===== src/rtl/swarq_pkg.sv =====
// Shared types and constants of the sliding-window ARQ sender core.
package swarq_pkg;

	localparam int SEQ_W           = 32;
	localparam int OP_W            = 2;
	localparam int PT_W            = 3;
	localparam int KIND_W          = 3;
	localparam int WINDOW_SLOTS_DEF = 8;
	localparam int MOD_STEP_BITS   = 4;

	typedef enum logic [OP_W-1:0] {
		OP_FILL = 2'd0,
		OP_ACK  = 2'd1,
		OP_NACK = 2'd2,
		OP_NONE = 2'd3
	} op_t;

	typedef enum logic [PT_W-1:0] {
		PT_START = 3'd0,
		PT_DATA  = 3'd1,
		PT_ACK   = 3'd2,
		PT_END   = 3'd3,
		PT_NACK  = 3'd4
	} pkt_type_t;

	typedef enum logic [KIND_W-1:0] {
		KIND_SEND     = 3'd0,
		KIND_RETX     = 3'd1,
		KIND_ACK_OK   = 3'd2,
		KIND_ACK_BAD  = 3'd3,
		KIND_NACK_IGN = 3'd4,
		KIND_IDLE     = 3'd5
	} kind_t;

	typedef enum logic [2:0] {
		ST_IDLE,
		ST_DECODE,
		ST_FILL,
		ST_ACK,
		ST_NACK,
		ST_NACK_RD,
		ST_EMIT
	} state_t;

endpackage


===== src/rtl/swarq_mod_unit.sv =====
// Iterative residue unit: value mod WINDOW_SLOTS, four bits per cycle.
module swarq_mod_unit #(
	parameter int WINDOW_SLOTS = swarq_pkg::WINDOW_SLOTS_DEF
) (
	input  logic                      clk,
	input  logic                      arst_n,
	input  logic                      start,
	input  logic [swarq_pkg::SEQ_W-1:0] value,
	output logic                      busy,
	output logic [((WINDOW_SLOTS > 1) ? $clog2(WINDOW_SLOTS) : 1)-1:0] rem
);

	localparam int SLOT_W  = (WINDOW_SLOTS > 1) ? $clog2(WINDOW_SLOTS) : 1;
	localparam int STEPS   = swarq_pkg::SEQ_W / swarq_pkg::MOD_STEP_BITS;
	localparam int STEP_CW = (STEPS > 1) ? $clog2(STEPS) : 1;
	localparam logic [SLOT_W:0] MODULUS = (SLOT_W + 1)'(WINDOW_SLOTS);

	logic                       busy_q;
	logic [STEP_CW-1:0]         step_q;
	logic [swarq_pkg::SEQ_W-1:0] sh_q;
	logic [SLOT_W-1:0]          rem_q;
	logic [SLOT_W-1:0]          rem_d;
	logic [SLOT_W:0]            trial;

	// shift in one bit, subtract the modulus once: the partial residue stays below it
	always_comb begin
		rem_d = rem_q;
		trial = '0;
		for (int i = 0; i < swarq_pkg::MOD_STEP_BITS; i++) begin
			trial = {rem_d, sh_q[swarq_pkg::SEQ_W-1-i]};
			if (trial >= MODULUS) begin
				trial = trial - MODULUS;
			end
			rem_d = trial[SLOT_W-1:0];
		end
	end

	always_ff @(posedge clk or negedge arst_n) begin
		if (!arst_n) begin
			busy_q <= 1'b0;
			step_q <= '0;
		end else if (start) begin
			busy_q <= 1'b1;
			step_q <= '0;
		end else if (busy_q) begin
			step_q <= step_q + STEP_CW'(1);
			if (step_q == STEP_CW'(STEPS - 1)) begin
				busy_q <= 1'b0;
			end
		end
	end

	always_ff @(posedge clk) begin
		if (start) begin
			sh_q  <= value;
			rem_q <= '0;
		end else if (busy_q) begin
			sh_q  <= sh_q << swarq_pkg::MOD_STEP_BITS;
			rem_q <= rem_d;
		end
	end

	assign busy = busy_q;
	assign rem  = rem_q;

endmodule


===== src/rtl/swarq_seq_ram.sv =====
// Slot sequence memory: one write port, one registered read port.
module swarq_seq_ram #(
	parameter int WINDOW_SLOTS = swarq_pkg::WINDOW_SLOTS_DEF
) (
	input  logic                        clk,
	input  logic                        we,
	input  logic [((WINDOW_SLOTS > 1) ? $clog2(WINDOW_SLOTS) : 1)-1:0] waddr,
	input  logic [swarq_pkg::SEQ_W-1:0] wdata,
	input  logic [((WINDOW_SLOTS > 1) ? $clog2(WINDOW_SLOTS) : 1)-1:0] raddr,
	output logic [swarq_pkg::SEQ_W-1:0] rdata
);

	logic [swarq_pkg::SEQ_W-1:0] mem [WINDOW_SLOTS];
	logic [swarq_pkg::SEQ_W-1:0] rdata_q;

	always_ff @(posedge clk) begin
		if (we) begin
			mem[waddr] <= wdata;
		end
	end

	always_ff @(posedge clk) begin
		rdata_q <= mem[raddr];
	end

	assign rdata = rdata_q;

endmodule


===== src/rtl/sliding_window_arq_sender_core.sv =====
// Sliding-window ARQ sender core: sequence control, slot flags and result register.
//
//  channel   dir  handshake            word
//  in        in   in_valid / in_stall  op, pkt_type, ack_num
//  out       out  out_valid / out_stall kind, seq, window_base, done_res, last
//  cfg       in   cfg_we               cfg_data (packet_total)
//
// Fill: accept + decode, then issue one word per output load, waiting on out stalls (at most WINDOW_SLOTS).
// Ack: accept + decode, then 8 residue steps while slots are freed from the old base, one per cycle.
// Nack: accept + decode, then 8 residue steps, then one memory read.
// Residue unit (4 bits a cycle) and slot walk set the pace; one item at a time.
// Reset clears counters, busy flags and the output valid flag; slot memory has no reset.
// A stall on out holds the result register; the sequencer waits until it drains.
module sliding_window_arq_sender_core #(
	parameter int WINDOW_SLOTS = swarq_pkg::WINDOW_SLOTS_DEF
) (
	input  logic                         clk,
	input  logic                         arst_n,
	input  logic                         cfg_we,
	input  logic [swarq_pkg::SEQ_W-1:0]  cfg_data,
	input  logic                         in_valid,
	output logic                         in_stall,
	input  logic [swarq_pkg::OP_W-1:0]   op,
	input  logic [swarq_pkg::PT_W-1:0]   pkt_type,
	input  logic [swarq_pkg::SEQ_W-1:0]  ack_num,
	output logic                         out_valid,
	input  logic                         out_stall,
	output logic [swarq_pkg::KIND_W-1:0] kind,
	output logic [swarq_pkg::SEQ_W-1:0]  seq,
	output logic [swarq_pkg::SEQ_W-1:0]  window_base,
	output logic                         done_res,
	output logic                         last
);

	localparam int SLOT_W = (WINDOW_SLOTS > 1) ? $clog2(WINDOW_SLOTS) : 1;
	localparam int CNT_W  = $clog2(WINDOW_SLOTS + 1);
	localparam int SW     = swarq_pkg::SEQ_W;
	localparam logic [SLOT_W-1:0] LAST_SLOT = SLOT_W'(WINDOW_SLOTS - 1);
	localparam int unsigned WRAP_REM = 32'hFFFF_FFFF % WINDOW_SLOTS;
	localparam logic [SLOT_W-1:0] WRAP_SLOT = SLOT_W'(WRAP_REM);
	localparam logic [SW:0] WIN_EXT = (SW + 1)'(WINDOW_SLOTS);
	localparam logic [CNT_W-1:0] CNT_MAX = CNT_W'(WINDOW_SLOTS);
	localparam logic [SW-1:0] SEQ_MAX = '1;

	swarq_pkg::state_t state_q, state_d;

	logic [SW-1:0]           total_q;
	logic [SW-1:0]           next_q;
	logic [SW-1:0]           base_q;
	logic [SW:0]             base_end_q;
	logic [SLOT_W-1:0]       next_slot_q;
	logic [SLOT_W-1:0]       base_slot_q;
	logic [WINDOW_SLOTS-1:0] busy_q;
	logic [CNT_W-1:0]        fill_cnt_q;
	logic [CNT_W-1:0]        clr_left_q;
	logic [SLOT_W-1:0]       clr_slot_q;
	logic [SLOT_W-1:0]       slot_q;

	logic [swarq_pkg::OP_W-1:0] op_q;
	logic [swarq_pkg::PT_W-1:0] ptype_q;
	logic [SW-1:0]              num_q;
	logic [SW-1:0]              nb_q;
	swarq_pkg::kind_t           pend_kind_q;
	logic [SW-1:0]              pend_seq_q;

	logic                   res_valid_q;
	swarq_pkg::kind_t       res_kind_q;
	logic [SW-1:0]          res_seq_q;
	logic [SW-1:0]          res_base_q;
	logic                   res_done_q;
	logic                   res_last_q;

	logic                   out_ld;
	logic                   accept;
	logic                   ack_ok;
	logic                   nack_ok;
	logic [SW-1:0]          diff;
	logic                   can_cur;
	logic                   can_nxt;
	logic [SW-1:0]          nxt_seq;
	logic [SLOT_W-1:0]      nxt_slot;
	logic                   mod_start;
	logic [SW-1:0]          mod_val;
	logic                   mod_busy;
	logic [SLOT_W-1:0]      mod_rem;
	logic [SW-1:0]          ram_rdata;

	logic                   res_ld;
	logic                   fill_issue;
	logic                   clr_step;
	logic                   ack_fin;
	logic                   nack_cap;
	logic                   nack_chk;
	swarq_pkg::kind_t       res_kind_d;
	logic [SW-1:0]          res_seq_d;
	logic                   res_last_d;

	assign out_ld = !res_valid_q || !out_stall;

	// decode checks on the held word
	assign ack_ok  = (ptype_q == swarq_pkg::PT_ACK) && (num_q >= base_q) && (num_q <= total_q);
	assign nack_ok = (ptype_q == swarq_pkg::PT_NACK) && (num_q != '0) && (num_q <= total_q);
	assign diff    = num_q - base_q;
	assign mod_val = (op_q == swarq_pkg::OP_NACK) ? num_q - SW'(1) : num_q;

	// fill: this slot, and look ahead one so the last word carries its mark
	assign nxt_seq  = next_q + SW'(1);
	assign nxt_slot = (next_q == SEQ_MAX) ? WRAP_SLOT :
	                  (next_slot_q == LAST_SLOT) ? '0 : next_slot_q + SLOT_W'(1);
	assign can_cur  = ({1'b0, next_q} < base_end_q) && (next_q <= total_q) &&
	                  !busy_q[next_slot_q] && (fill_cnt_q < CNT_MAX);
	assign can_nxt  = ({1'b0, nxt_seq} < base_end_q) && (nxt_seq <= total_q) &&
	                  !busy_q[nxt_slot] && (nxt_slot != next_slot_q) &&
	                  (fill_cnt_q + CNT_W'(1) < CNT_MAX);

	swarq_mod_unit #(
		.WINDOW_SLOTS(WINDOW_SLOTS)
	) u_mod (
		.clk   (clk),
		.arst_n(arst_n),
		.start (mod_start),
		.value (mod_val),
		.busy  (mod_busy),
		.rem   (mod_rem)
	);

	swarq_seq_ram #(
		.WINDOW_SLOTS(WINDOW_SLOTS)
	) u_ram (
		.clk  (clk),
		.we   (fill_issue),
		.waddr(next_slot_q),
		.wdata(next_q),
		.raddr(mod_rem),
		.rdata(ram_rdata)
	);

	// next state
	always_comb begin
		state_d = state_q;
		unique case (state_q)
			swarq_pkg::ST_IDLE: begin
				if (in_valid) state_d = swarq_pkg::ST_DECODE;
			end
			swarq_pkg::ST_DECODE: begin
				case (op_q)
					swarq_pkg::OP_FILL: state_d = swarq_pkg::ST_FILL;
					swarq_pkg::OP_ACK:  state_d = ack_ok ? swarq_pkg::ST_ACK : swarq_pkg::ST_EMIT;
					swarq_pkg::OP_NACK: state_d = nack_ok ? swarq_pkg::ST_NACK : swarq_pkg::ST_EMIT;
					default:            state_d = swarq_pkg::ST_EMIT;
				endcase
			end
			swarq_pkg::ST_FILL: begin
				if (out_ld && (!can_cur || !can_nxt)) state_d = swarq_pkg::ST_IDLE;
			end
			swarq_pkg::ST_ACK: begin
				if (!mod_busy && clr_left_q == '0) state_d = swarq_pkg::ST_EMIT;
			end
			swarq_pkg::ST_NACK: begin
				if (!mod_busy) state_d = swarq_pkg::ST_NACK_RD;
			end
			swarq_pkg::ST_NACK_RD: state_d = swarq_pkg::ST_EMIT;
			swarq_pkg::ST_EMIT: begin
				if (out_ld) state_d = swarq_pkg::ST_IDLE;
			end
			default: state_d = swarq_pkg::ST_IDLE;
		endcase
	end

	// state outputs
	always_comb begin
		accept     = 1'b0;
		mod_start  = 1'b0;
		res_ld     = 1'b0;
		fill_issue = 1'b0;
		clr_step   = 1'b0;
		ack_fin    = 1'b0;
		nack_cap   = 1'b0;
		nack_chk   = 1'b0;
		res_kind_d = pend_kind_q;
		res_seq_d  = pend_seq_q;
		res_last_d = 1'b1;
		unique case (state_q)
			swarq_pkg::ST_IDLE: accept = in_valid;
			swarq_pkg::ST_DECODE: begin
				mod_start = ((op_q == swarq_pkg::OP_ACK) && ack_ok) ||
				            ((op_q == swarq_pkg::OP_NACK) && nack_ok);
			end
			swarq_pkg::ST_FILL: begin
				res_ld     = out_ld;
				fill_issue = out_ld && can_cur;
				res_kind_d = can_cur ? swarq_pkg::KIND_SEND : swarq_pkg::KIND_IDLE;
				res_seq_d  = can_cur ? next_q : '0;
				res_last_d = !can_cur || !can_nxt;
			end
			swarq_pkg::ST_ACK: begin
				clr_step = (clr_left_q != '0);
				ack_fin  = !mod_busy && (clr_left_q == '0);
			end
			swarq_pkg::ST_NACK:    nack_cap = !mod_busy;
			swarq_pkg::ST_NACK_RD: nack_chk = 1'b1;
			swarq_pkg::ST_EMIT:    res_ld = out_ld;
			default: ;
		endcase
	end

	assign in_stall = (state_q != swarq_pkg::ST_IDLE);

	always_ff @(posedge clk or negedge arst_n) begin
		if (!arst_n) begin
			state_q     <= swarq_pkg::ST_IDLE;
			total_q     <= SW'(1);
			next_q      <= SW'(1);
			base_q      <= SW'(1);
			base_end_q  <= (SW + 1)'(1) + WIN_EXT;
			next_slot_q <= '0;
			base_slot_q <= '0;
			busy_q      <= '0;
			fill_cnt_q  <= '0;
			clr_left_q  <= '0;
			res_valid_q <= 1'b0;
		end else begin
			state_q <= state_d;
			if (cfg_we) begin
				total_q <= cfg_data;
			end
			if (state_q == swarq_pkg::ST_DECODE) begin
				fill_cnt_q <= '0;
				if (diff >= SW'(WINDOW_SLOTS - 1)) begin
					clr_left_q <= CNT_MAX;
				end else begin
					clr_left_q <= CNT_W'(diff) + CNT_W'(1);
				end
			end
			if (fill_issue) begin
				busy_q[next_slot_q] <= 1'b1;
				next_q              <= nxt_seq;
				next_slot_q         <= nxt_slot;
				fill_cnt_q          <= fill_cnt_q + CNT_W'(1);
			end
			// free one slot a cycle from the old base
			if (clr_step) begin
				busy_q[clr_slot_q] <= 1'b0;
				clr_left_q         <= clr_left_q - CNT_W'(1);
			end
			if (ack_fin) begin
				base_q      <= nb_q;
				base_slot_q <= mod_rem;
				base_end_q  <= {1'b0, nb_q} + WIN_EXT;
			end
			if (res_ld) begin
				res_valid_q <= 1'b1;
			end else if (!out_stall) begin
				res_valid_q <= 1'b0;
			end
		end
	end

	always_ff @(posedge clk) begin
		if (accept) begin
			op_q    <= op;
			ptype_q <= pkt_type;
			num_q   <= ack_num;
		end
		if (state_q == swarq_pkg::ST_DECODE) begin
			nb_q       <= num_q + SW'(1);
			clr_slot_q <= base_slot_q;
			pend_seq_q <= '0;
			case (op_q)
				swarq_pkg::OP_ACK:  pend_kind_q <= ack_ok ? swarq_pkg::KIND_ACK_OK
				                                          : swarq_pkg::KIND_ACK_BAD;
				swarq_pkg::OP_NACK: pend_kind_q <= swarq_pkg::KIND_NACK_IGN;
				default:            pend_kind_q <= swarq_pkg::KIND_IDLE;
			endcase
		end
		if (clr_step) begin
			clr_slot_q <= (clr_slot_q == LAST_SLOT) ? '0 : clr_slot_q + SLOT_W'(1);
		end
		if (nack_cap) begin
			slot_q <= mod_rem;
		end
		// memory word for slot_q arrives now
		if (nack_chk && busy_q[slot_q]) begin
			pend_kind_q <= swarq_pkg::KIND_RETX;
			pend_seq_q  <= ram_rdata;
		end
		if (res_ld) begin
			res_kind_q <= res_kind_d;
			res_seq_q  <= res_seq_d;
			res_base_q <= base_q;
			res_done_q <= (base_q > total_q);
			res_last_q <= res_last_d;
		end
	end

	assign out_valid   = res_valid_q;
	assign kind        = res_kind_q;
	assign seq         = res_seq_q;
	assign window_base = res_base_q;
	assign done_res    = res_done_q;
	assign last        = res_last_q;

	a_last_ends_item: assert property (@(posedge clk) disable iff (!arst_n)
		(res_ld && res_last_d) |=> (state_q == swarq_pkg::ST_IDLE))
		else $error("item did not end after its final word");

	a_mod_idle: assert property (@(posedge clk) disable iff (!arst_n)
		(state_q == swarq_pkg::ST_IDLE) |-> !mod_busy)
		else $error("residue unit busy while sequencer idle");

	a_busy_growth: assert property (@(posedge clk) disable iff (!arst_n)
		$countones(busy_q) <= $countones($past(busy_q)) + 1)
		else $error("more than one slot taken in a cycle");

	a_nack_read: assert property (@(posedge clk) disable iff (!arst_n)
		(state_q == swarq_pkg::ST_NACK_RD) |-> ($past(state_q) == swarq_pkg::ST_NACK))
		else $error("slot read without a residue");

endmodule

===== config.mk =====
export PLATFORM = sky130hd
export DESIGN_NAME = sliding_window_arq_sender_core
export DESIGN_NICKNAME = d
export VERILOG_FILES = /design/src/rtl/swarq_pkg.sv /design/src/rtl/swarq_mod_unit.sv /design/src/rtl/swarq_seq_ram.sv /design/src/rtl/sliding_window_arq_sender_core.sv
export SDC_FILE = /design/constraint.sdc
export NUM_CORES = 1
export LEC_CHECK = 0
export BUFFER_PORTS_ARGS = -buffer_cell sky130_fd_sc_hd__buf_2
export CORE_MARGIN = 10
export CORE_UTILIZATION = 45
export CTS_CLUSTER_DIAMETER = 80
export DETAILED_ROUTE_END_ITERATION = 16
export GPL_TIMING_DRIVEN = 0
export PLACE_DENSITY = 0.73
export SYNTH_ARGS = -nofsm -noshare
export SYNTH_HDL_FRONTEND = slang
export SYNTH_HIERARCHICAL = 1
export SYNTH_SLANG_ARGS = --single-unit

===== constraint.sdc =====
create_clock -name clk -period 5.21 [get_ports clk]
set_clock_uncertainty 0.2 [all_clocks]
set_input_delay 0.2605 -clock clk [delete_from_list [all_inputs] [get_ports clk]]
set_output_delay 0.2605 -clock clk [all_outputs]
set_load 0.03 [all_outputs]

==> results.txt <==
Post-synth net total -> 2871
Number of antenna violations at the first check in global routing -> 2
Layout cells sized above 1 -> 16.3%
Via count -> 22.2k
F_max -> 200 MHz
Row Count -> 98
Worst Reg2Reg Path Length in Cells -> 14
Placeable Area -> 0.0717 mm2
Launching point of the worst reg2reg path -> num_q[5]
Die area -> 0.0838 mm2
Fin crit share -> 96.1%
Synthesis Warnings -> 6
Largest net degree at the start of global routing -> 89
Clock period minus worst slack -> 5010 ps
Starting Density -> 45.6%
Critical-path top delay cell -> edfxtp_1
Top cell family by delay on the critical path -> simple AND/OR/NAND/NOR gates
Clock sink count -> 650
Hold Crit Class -> in2async
Outcome -> complete, no violations
Flop pwr share -> 38.6%
Synth-to-Final Area Change -> 17.2%
R2R setup slack -> 200 ps
Maximum VDD drop -> 0.371 mV
Internal Pwr Total -> 12.6 mW
Total wire length -> 89.9 mm
IO Count -> 145
H-tree levels -> 3
DR WL/cell -> 23.1 um
Max incr delay on CP -> 580 ps
GPL Wtd Cong -> 0.971
Crit path buf inv count -> 4
Critical path arrival -> 5050 ps
Kind of critical path -> reg2reg
Slew Limit Fails -> 0
Setup crit end kind -> flip-flop
Clock Power Share -> 24.0%
Inserted Clock Buffers -> 70
Most frequent cells in the layout -> edfxtp_1, ha_1, nand2_1
PD cells -> 525 mW/mm2
Residual DRC -> 0
Drt first pass iters -> 6
Reg clk slew, reported paths -> 60 ps
HPWL Detailed -> 65.7 mm
Reg-to-Reg End -> u_mod/sh_q[21]
CTS tree -> done
Post-DR vias/cell -> 5.70
Mapped Cells -> 2560
P_sw -> 7.49 mW
Worst Path Required -> 5250 ps
Hold Vio Cnt, Final -> 0
Gr ovfl total -> 0
Maximum Capacitance Violations -> 0
CTS max path bufs -> 3
Clk root buf -> clkbuf_16
Max transition margin -> 29.1%
Mean Syn Cell Area -> 12.8 um2
Die H -> 290 um
Crit-path cells -> ha_1 -> clkbuf_1 -> nand4_1 -> or3_1 -> a21oi_1 -> o21ai_1 -> a31oi_1 -> o211ai_1 -> buf_4 -> or3b_1 -> a21oi_1 -> buf_6 -> buf_12 -> or2_2
Comb power frac -> 37.5%
Switching share of total power -> 37.2%
Number of global-route vias before repair -> 23.0k
Hold Worst Slack -> 9.49 ps
Global-route usage over all layers -> 21.4%
Leading cell type in the layout, fill and taps excluded -> edfxtp_1
Post-route ant nets -> 0
Synthesized area -> 0.0327 mm2
Least-Margin Pin Slew -> 1050 ps
Slack of the critical path -> 203 ps
Worst skew pair latency -> 620 ps
Worst Path Max Fanout -> 24
Critical Path Most Common Cell -> a21oi_1
Place WS -> -563 ps
First-pass GRT wire length -> 136 mm
Starting DRT DRC Count -> 1838
Worst setup SP type -> flip-flop
Leakage power -> 15.0 nW
RSZ-0062 raised after global routing -> no
Final setup fails -> 0
# port buffers -> 143
Final #Nets -> 3196
Die X -> 290 um
-- what timing repair did --
action	in CTS	in global routing
endpoints found under the hold margin	175	0
hold buffers	72	0
setup buffers	7	18
endpoints found under the setup margin	72	165
pin swaps	7	8
resized for setup	23	24
-- stage by stage --
| step | area [um2] | power [mW] | TNS [ps] | util, % | instances |
|---|---|---|---|---|---|
| floorplan | 32700 | 12.8 | 0 | - | 2560 |
| global placement | 34600 | 15.0 | -583230 | 48.2 | 3653 |
| detailed placement | 35000 | 15.2 | -5160 | 48.8 | 3668 |
| CTS | 38100 | 20.2 | 0 | 53.1 | 3874 |
| global route | 38300 | 21.2 | 0 | 53.4 | 3893 |
| finish | 38300 | 20.1 | 0 | 53.4 | 3893 |
-- routing by layer --
layer	track usage (%)	wire, um	vias up
met3	3.44	4690	181
met2	36.6	44400	719
li1	-	-	10300
met1	26.8	37300	11000
met5	0	0	-
met4	8.70	3560	0
-- worst max-delay path by stage --
| stage | cells after the start | to | startpoint | slack, ps |
|---|---|---|---|---|
| 6_report | 14 | u_mod/sh_q[21] | num_q[5] | 200 |
| 5_1_grt | 14 | u_mod/sh_q[6] | num_q[5] | 10 |
| 4_1_cts | 15 | u_mod/sh_q[21] | num_q[0] | 5 |
| 3_5_place_dp | 18 | last | next_q[0] | -560 |
| 3_3_place_gp | 12 | u_ram/mem[2][4] | next_q[22] | -2040 |
| 2_1_floorplan | 2 | done_res | state_q[0] | 600 |
-- registers in the layout, summed over array words and instances, names as in the netlist, 4 cells and up --
| signal | cells |
|---|---|
| base_end_q | 30 |
| base_q | 32 |
| busy_q | 8 |
| clr_left_q | 4 |
| fill_cnt_q | 4 |
| nb_q | 32 |
| next_q | 32 |
| num_q | 32 |
| pend_seq_q | 32 |
| seq | 32 |
| total_q | 32 |
| u_mod/sh_q | 24 |
| u_ram/mem | 256 |
| u_ram/rdata | 32 |
| window_base | 32 |
-- power groups by stage --
stage               logic [mW]  clock network, mW  registers [mW]
detailed placement        7.39                  0            7.84
finish                    7.53               4.82            7.76
floorplan                 4.80                  0            7.97
CTS                       7.52               4.92            7.75
global placement          7.11                  0            7.87
global route              8.24               5.12            7.88
-- cell type report --
| type | count | area [um2] |
|---|---|---|
| Sequential cell | 650 | 18400 |
| Tap cell | 950 | 1190 |
| Fill cell | 5908 | 33400 |
| Timing Repair Buffer | 255 | 1970 |
| Antenna cell | 2 | 5.00 |
| Inverter | 119 | 447 |
| Clock inverter | 31 | 299 |
| Multi-Input combinational cell | 1688 | 13600 |
| Buffer | 101 | 508 |
| Clock buffer | 97 | 1940 |
(Power assumes the default switching activity.)
